## config.mk

```make
export PLATFORM = sky130hd
export DESIGN_NAME = bounded_deque_engine_unit
export DESIGN_NICKNAME = d
export VERILOG_FILES = /design/src/bde_pkg.sv /design/src/bde_store.sv /design/src/bounded_deque_engine_unit.sv
export SDC_FILE = /design/constraint.sdc
export NUM_CORES = 2
export LEC_CHECK = 0
export ABC_CLOCK_PERIOD_IN_PS = 11100
export BUFFER_PORTS_ARGS = -buffer_cell sky130_fd_sc_hd__buf_4
export CORE_UTILIZATION = 45
export CTS_BUF_LIST = sky130_fd_sc_hd__clkbuf_4 sky130_fd_sc_hd__clkbuf_8
export DETAILED_ROUTE_END_ITERATION = 12
export GPL_ROUTABILITY_DRIVEN = 0
export HOLD_SLACK_MARGIN = 0.12
export PLACE_DENSITY_LB_ADDON = 0.1
export SYNTH_ARGS = -nofsm -noshare
export SYNTH_HDL_FRONTEND = slang
export SYNTH_SLANG_ARGS = --single-unit
```

## constraint.sdc

```tcl
create_clock -name clk -period 11.1 [get_ports clk]
set_input_delay 1.11 -clock clk [delete_from_list [all_inputs] [get_ports clk]]
set_output_delay 1.11 -clock clk [all_outputs]
set_load 0.05 [all_outputs]
```

## src/bde_pkg.sv

```systemverilog
`default_nettype none

package bde_pkg;

    localparam int DEPTH     = 64;
    localparam int WORD_BITS = 32;
    localparam int ADDR_W    = $clog2(DEPTH);
    localparam int CNT_W     = $clog2(DEPTH + 1);

    typedef enum logic [2:0] {
        ACT_PUSH_BACK  = 3'd0,
        ACT_PUSH_FRONT = 3'd1,
        ACT_POP_FRONT  = 3'd2,
        ACT_POP_BACK   = 3'd3,
        ACT_CLEAR      = 3'd4,
        ACT_REMOVE     = 3'd5,
        ACT_READ_LAST  = 3'd6,
        ACT_REVERSE    = 3'd7
    } action_t;

    typedef enum logic [1:0] {
        ST_OK    = 2'd0,
        ST_EMPTY = 2'd1,
        ST_FULL  = 2'd2,
        ST_RANGE = 2'd3
    } status_t;

    typedef struct packed {
        action_t            action;
        logic signed [31:0] value;
        logic [6:0]         position;
    } req_item_t;

    typedef struct packed {
        logic [6:0]         entry_count;
        logic signed [31:0] read_value;
        status_t            status;
    } rsp_item_t;

    typedef struct packed {
        logic                 we;
        logic                 wbank;
        logic [ADDR_W-1:0]    waddr;
        logic [WORD_BITS-1:0] wdata;
        logic                 re;
        logic                 rbank;
        logic [ADDR_W-1:0]    raddr;
    } mem_req_t;

endpackage

`default_nettype wire

```

## src/bde_store.sv

```systemverilog
`default_nettype none

module bde_store (
    input  wire logic                          clk,
    input  wire bde_pkg::mem_req_t             mreq,
    output logic [bde_pkg::WORD_BITS-1:0]      rdata
);
    import bde_pkg::*;

    logic [WORD_BITS-1:0] bank0 [DEPTH];
    logic [WORD_BITS-1:0] bank1 [DEPTH];
    logic [WORD_BITS-1:0] rdata0_reg;
    logic [WORD_BITS-1:0] rdata1_reg;
    logic                 rsel_reg;

    always_ff @(posedge clk)
    begin
        if (mreq.we && !mreq.wbank)
        begin
            bank0[mreq.waddr] <= mreq.wdata;
        end
        if (mreq.re)
        begin
            rdata0_reg <= bank0[mreq.raddr];
        end
    end

    always_ff @(posedge clk)
    begin
        if (mreq.we && mreq.wbank)
        begin
            bank1[mreq.waddr] <= mreq.wdata;
        end
        if (mreq.re)
        begin
            rdata1_reg <= bank1[mreq.raddr];
            rsel_reg   <= mreq.rbank;
        end
    end

    assign rdata = rsel_reg ? rdata1_reg : rdata0_reg;

endmodule

`default_nettype wire

```

## src/bounded_deque_engine_unit.sv

```systemverilog
`default_nettype none

// Channel   Direction  Handshake             Payload
// req       in         req_valid/req_ready   bde_pkg::req_item_t
// rsp       out        rsp_valid/rsp_ready   bde_pkg::rsp_item_t
//
// Push, pop, clear and reverse are done in the idle state, with no store read.
// A read counted back from the last entry waits in S_READ for the store's registered read.
// Remove matching issues one store read per entry and writes survivors to the other bank.
// Reset clears the pointers, count and flags; the store itself is not cleared.
// A result waiting on rsp_ready holds off the next request transaction.

module bounded_deque_engine_unit (
    input  wire logic                clk,
    input  wire logic                rst_n,
    input  wire logic                req_valid,
    output logic                     req_ready,
    input  wire bde_pkg::req_item_t  req,
    output logic                     rsp_valid,
    input  wire logic                rsp_ready,
    output bde_pkg::rsp_item_t       rsp
);
    import bde_pkg::*;

    typedef enum logic [2:0] {
        S_IDLE   = 3'b001,
        S_READ   = 3'b010,
        S_REMOVE = 3'b100
    } state_t;

    state_t               state_reg, state_next;
    logic [ADDR_W-1:0]    front_reg, front_next;
    logic [CNT_W-1:0]     count_reg, count_next;
    logic                 rev_reg, rev_next;
    logic                 bank_reg, bank_next;
    logic [WORD_BITS-1:0] word_reg, word_next;
    logic [CNT_W-1:0]     iss_reg, iss_next;
    logic [CNT_W-1:0]     keep_reg, keep_next;
    logic                 rv_reg, rv_next;
    logic                 out_valid_reg, out_valid_next;
    rsp_item_t            out_reg, out_next;

    mem_req_t             mreq;
    logic [WORD_BITS-1:0] rdata;
    logic                 out_free;
    logic                 accept;
    logic                 to_run_end;
    logic                 from_run_start;
    logic [CNT_W-1:0]     last_idx;
    logic [CNT_W-1:0]     rd_off;
    logic [CNT_W-1:0]     rm_off;

    bde_store u_store (
        .clk   (clk),
        .mreq  (mreq),
        .rdata (rdata)
    );

    assign out_free       = !out_valid_reg || rsp_ready;
    assign req_ready      = (state_reg == S_IDLE) && out_free;
    assign accept         = req_valid && req_ready;
    assign rsp_valid      = out_valid_reg;
    assign rsp            = out_reg;
    assign to_run_end     = (req.action == ACT_PUSH_BACK) != rev_reg;
    assign from_run_start = (req.action == ACT_POP_FRONT) != rev_reg;
    assign last_idx       = count_reg - CNT_W'(1);
    assign rd_off         = rev_reg ? req.position[CNT_W-1:0]
                                    : last_idx - req.position[CNT_W-1:0];
    assign rm_off         = rev_reg ? last_idx - iss_reg : iss_reg;

    always_comb
    begin
        state_next     = state_reg;
        front_next     = front_reg;
        count_next     = count_reg;
        rev_next       = rev_reg;
        bank_next      = bank_reg;
        word_next      = word_reg;
        iss_next       = iss_reg;
        keep_next      = keep_reg;
        rv_next        = 1'b0;
        out_valid_next = out_valid_reg && !rsp_ready;
        out_next       = out_reg;
        mreq           = '0;
        mreq.wbank     = bank_reg;
        mreq.rbank     = bank_reg;
        mreq.wdata     = req.value;

        case (state_reg)
            S_IDLE:
            begin
                if (accept)
                begin
                    out_next.read_value = '0;
                    out_next.status     = ST_OK;
                    out_valid_next      = 1'b1;
                    case (req.action)
                        ACT_PUSH_BACK, ACT_PUSH_FRONT:
                        begin
                            if (count_reg == CNT_W'(DEPTH))
                            begin
                                out_next.status = ST_FULL;
                            end
                            else
                            begin
                                mreq.we    = 1'b1;
                                count_next = count_reg + CNT_W'(1);
                                if (to_run_end)
                                begin
                                    mreq.waddr = front_reg + count_reg[ADDR_W-1:0];
                                end
                                else
                                begin
                                    front_next = front_reg - ADDR_W'(1);
                                    mreq.waddr = front_reg - ADDR_W'(1);
                                end
                            end
                        end
                        ACT_POP_FRONT, ACT_POP_BACK:
                        begin
                            if (count_reg == '0)
                            begin
                                out_next.status = ST_EMPTY;
                            end
                            else
                            begin
                                count_next = count_reg - CNT_W'(1);
                                if (from_run_start)
                                begin
                                    front_next = front_reg + ADDR_W'(1);
                                end
                            end
                        end
                        ACT_CLEAR:
                        begin
                            count_next = '0;
                            front_next = '0;
                            rev_next   = 1'b0;
                        end
                        ACT_REMOVE:
                        begin
                            if (count_reg == '0)
                            begin
                                out_next.status = ST_EMPTY;
                            end
                            else
                            begin
                                out_valid_next = out_valid_reg && !rsp_ready;
                                word_next      = req.value;
                                iss_next       = '0;
                                keep_next      = '0;
                                state_next     = S_REMOVE;
                            end
                        end
                        ACT_READ_LAST:
                        begin
                            if ({1'b0, req.position} >= {1'b0, count_reg})
                            begin
                                out_next.status = ST_RANGE;
                            end
                            else
                            begin
                                out_valid_next = out_valid_reg && !rsp_ready;
                                mreq.re        = 1'b1;
                                mreq.raddr     = front_reg + rd_off[ADDR_W-1:0];
                                state_next     = S_READ;
                            end
                        end
                        default:
                        begin
                            if (count_reg == '0)
                            begin
                                out_next.status = ST_EMPTY;
                            end
                            else
                            begin
                                rev_next = !rev_reg;
                            end
                        end
                    endcase
                    out_next.entry_count = count_next;
                end
            end
            S_READ:
            begin
                if (out_free)
                begin
                    out_next.entry_count = count_reg;
                    out_next.read_value  = rdata;
                    out_next.status      = ST_OK;
                    out_valid_next       = 1'b1;
                    state_next           = S_IDLE;
                end
            end
            S_REMOVE:
            begin
                if (iss_reg != count_reg)
                begin
                    mreq.re    = 1'b1;
                    mreq.raddr = front_reg + rm_off[ADDR_W-1:0];
                    iss_next   = iss_reg + CNT_W'(1);
                    rv_next    = 1'b1;
                end
                // Survivors go to the other bank, packed from slot 0.
                if (rv_reg && (rdata != word_reg))
                begin
                    mreq.we    = 1'b1;
                    mreq.wbank = !bank_reg;
                    mreq.waddr = keep_reg[ADDR_W-1:0];
                    mreq.wdata = rdata;
                    keep_next  = keep_reg + CNT_W'(1);
                end
                if ((iss_reg == count_reg) && !rv_reg && out_free)
                begin
                    count_next           = keep_reg;
                    front_next           = '0;
                    rev_next             = 1'b0;
                    bank_next            = !bank_reg;
                    out_next.entry_count = keep_reg;
                    out_next.read_value  = '0;
                    out_next.status      = ST_OK;
                    out_valid_next       = 1'b1;
                    state_next           = S_IDLE;
                end
            end
            default:
            begin
                state_next = S_IDLE;
            end
        endcase
    end

    always_ff @(posedge clk or negedge rst_n)
    begin
        if (!rst_n)
        begin
            state_reg     <= S_IDLE;
            front_reg     <= '0;
            count_reg     <= '0;
            rev_reg       <= 1'b0;
            bank_reg      <= 1'b0;
            iss_reg       <= '0;
            keep_reg      <= '0;
            rv_reg        <= 1'b0;
            out_valid_reg <= 1'b0;
        end
        else
        begin
            state_reg     <= state_next;
            front_reg     <= front_next;
            count_reg     <= count_next;
            rev_reg       <= rev_next;
            bank_reg      <= bank_next;
            iss_reg       <= iss_next;
            keep_reg      <= keep_next;
            rv_reg        <= rv_next;
            out_valid_reg <= out_valid_next;
        end
    end

    always_ff @(posedge clk)
    begin
        word_reg <= word_next;
        out_reg  <= out_next;
    end

endmodule

`default_nettype wire
```

==> results.md <==
* Status: completed
* Share of layout cells above drive strength 1 at 14.0%
* Largest net degree at the start of global routing at 168
* Post-DP HPWL at 312 mm
* Worst Tran Pin Value at 1.33 ns
* Worst-Skew Late Latency at 1.26 ns
* Setup bufs post-CTS at 0
* Yosys Warn Count at 0
* Starting Density at 45.3%
* Post-synth top area share at 76.0%
* CTS tree: yes
* Number of fill cells in the layout at 31,100
* Slowest cell delay on critical path at 1.14 ns
* Initial antenna violation count at 41
* Synth top area cells: edfxtp_1, nand2_1, a32oi_1
* Hold Fails Final Rpt at 0
* Area Overhead vs Synth at 13.1%
* CTS HTree Levels at 6
* Critical path class: flip-flop to flip-flop
* Clock buffer depth at 4
* Port buffer count at 88
* CTS sink cnt at 4,268
* Startpoint types: flip-flop
* Total leakage power at 62.6 nW
* Crit path DAT at 8.13 ns
* Sequential share of the synthesized area at 76.5%
* Relative slew margins at 9.11%
* PostCTS Resize Cnt at 0
* Crit path max fanout at 60
* Crit end category: flip-flop
* Reg clk slew, reported paths at 0.07 ns
* Buffers & Inverters on Critical Path at 5
* Initial detailed-routing violation count at 15,100
* Final setup TNS at 0 ns
* Max cap viols at 0
* Vias/cell at 6.11
* Die H at 612 µm
* Residual DRC at 0
* Hold Path Cell Cnt at 3
* Vias in the first global route at 101,000
* Hold Buf Count CTS at 33
* DR WL/cell at 32.1 µm
* GRT Resource Usage Total at 29.3%
* Number of cells on the worst reg-to-reg path at 12
* Die width at 612 µm
* Clk_skew at 0.0849 ns
* Total global routing overflow at 0
* Pwr dens at 192 nW/µm²
* Final Cycle Share at 65.6%
* Yosys top cell by area: edfxtp_1
* Root buf cell: clkbuf_8
* Highest-delay cell along the critical path: mux2i_1
* CP delay by family, top: buffers and inverters
* Top post-synthesis cells by count: edfxtp_1, nand2_1, a21oi_1
* Post-synth EDFFs at 4,234
* Die area at 374,000 µm²
* Max-slew violations at 0
* Tot Pwr at 36.2 mW
* Count leader, synth: edfxtp_1
* Row count at 223
* Dpl cell area at 176,000 µm²
* Routed Antenna Nets at 0
* Min Clock Period, post-route at 7.28 ns
* Synth Flop Type: edfxtp_1
* WP depth at 12
* Achievable Freq at 0.137 GHz
* CTS Buf Count at 705
* # IOs at 89
* Drt first pass iters at 6
* FFs w/ async S/R, synth at 0.797%
* Synthesized Nets at 11,700
* Count of unique library cells instantiated by Yosys at 79
* First-pass GRT wire length at 778 mm
* Setup Viol. Count Final at 0
* Synthesized flop and latch total at 4,268
* Core ar. at 369,000 µm²
* Synthesized area per cell at 14.4 µm²
* Max VDD drop at 0.120 mV
* Via count at 107,000
* Crit path top cell by count: buf_4
* Fin area at 189,000 µm²
* Nets at 12,100
* Util after Layout at 51.2%
* Hold WC Path Type: primary input to flip-flop
* RSZ-0062 raised after global routing: no
* Synth Cell Area at 167,000 µm²
* Routed Wire Length at 562 mm
* Worst path cell trace: buf_4 -> mux2i_1 -> xnor2_1 -> nor4_1 -> nand4_1 -> o211ai_4 -> buf_4 -> buf_4 -> nand2_1 -> o21ai_4 -> buf_4 -> buf_4
* Syn Inst Count at 11,600
* Worst path required time at 11.96 ns
-- routing by layer --
metal / share of wire [%] / GRT usage (%) / wire length (µm) / vias to the layer above
li1: - / - / - / 45100
met1: 41 / 42.2 / 232000 / 54700
met2: 44 / 43.4 / 245000 / 6022
met3: 11 / 7.17 / 62100 / 947
met4: 3.9 / 10.5 / 21800 / 16
met5: 0.035 / 0.207 / 197 / -
-- metrics by stage --
stage	hold WS, ns	setup WS (ns)	cells
2_1_floorplan	0.528	2.98	11600
3_3_place_gp	0.558	4.14	16200
5_1_grt	0.202	3.77	17500
4_1_cts	0.138	4.04	17500
6_report	0.232	3.82	17500
3_5_place_dp	0.580	4.11	16200
-- power by group --
group / internal, mW / total (mW) / switching, mW / leakage, nW
combinational: 1.34 / 4.82 / 3.48 / 17.1
sequential: 17.9 / 18.2 / 0.212 / 38.5
clock: 6.90 / 13.2 / 6.34 / 6.95
total: 26.2 / 36.2 / 10.0 / 62.6
-- layout make-up --
| cell class | instances | area (µm²) | area share (%) |
|---|---|---|---|
| timing repair buffer | 442 | 3910 | 2.07 |
| clock buffer | 961 | 11700 | 6.18 |
| inverter | 43 | 161 | 0.0853 |
| multi-input combinational | 6524 | 37700 | 19.9 |
| tap | 4950 | 6190 | 3.27 |
| clock inverter | 272 | 1520 | 0.802 |
| sequential | 4268 | 128000 | 67.7 |
| antenna | 18 | 45.0 | 0.0238 |
-- worst register-to-register path, cell delays in order, from the launching register on --
cell,delay [ns]
edfxtp_1,0.32
buf_4,0.55
mux2i_1,1.18
xnor2_1,0.17
nor4_1,0.30
nand4_1,0.31
o211ai_4,0.56
buf_4,0.50
buf_4,0.77
nand2_1,0.25
o21ai_4,0.33
buf_4,0.78
buf_4,0.79
-- path summary, 6_finish.rpt --
kind	start	slack, ns	endpoint
worst max register to register	u_store.rsel_reg	3.82	u_store.bank1[49][17]
min in group asynchronous	rst_n	0.35	iss_reg[0]
worst min-delay path	req_valid	0.23	rsp_valid
worst max-delay path	u_store.rsel_reg	3.82	u_store.bank1[49][17]
worst min register to register	state_reg[0]	0.59	state_reg[0]
max in group asynchronous	rst_n	10.36	state_reg[0]
-- placed cells by master, fill, tap and decap left out, drive strengths merged, types with 7 or more instances in the layout --
cell type,n
diode,18
clkinvlp,17
dlygate4sd3,33
nand3,521
clkbuf,961
dfrtp,33
nand2b,8
clkinv,228
xnor2,62
and3,261
nand2,2818
ha,38
nand4,99
o21ai,74
a22oi,163
and2,7
buf,409
inv,66
nor4,76
o211ai,9
nor3,18
a21oi,869
a32oi,594
or3,8
xor2,19
a311oi,128
edfxtp,4234
a21o,13
nor2,200
a31oi,65
mux2i,387
-- cell families after synthesis --
| kind of cell | Yosys count | share of synthesized area, % |
|---|---|---|
| and+or+nand+nor | 4035 | 10.2 |
| AOI/OAI and AO/OA | 1973 | 8.00 |
| muxes | 392 | 2.35 |
| DFF | 4268 | 76.5 |
| xor gates and xnor gates | 81 | 0.424 |
| adders and majority gates | 43 | 0.344 |
| buffers and inverters | 821 | 2.11 |
Power figures use the tool's default switching activity.
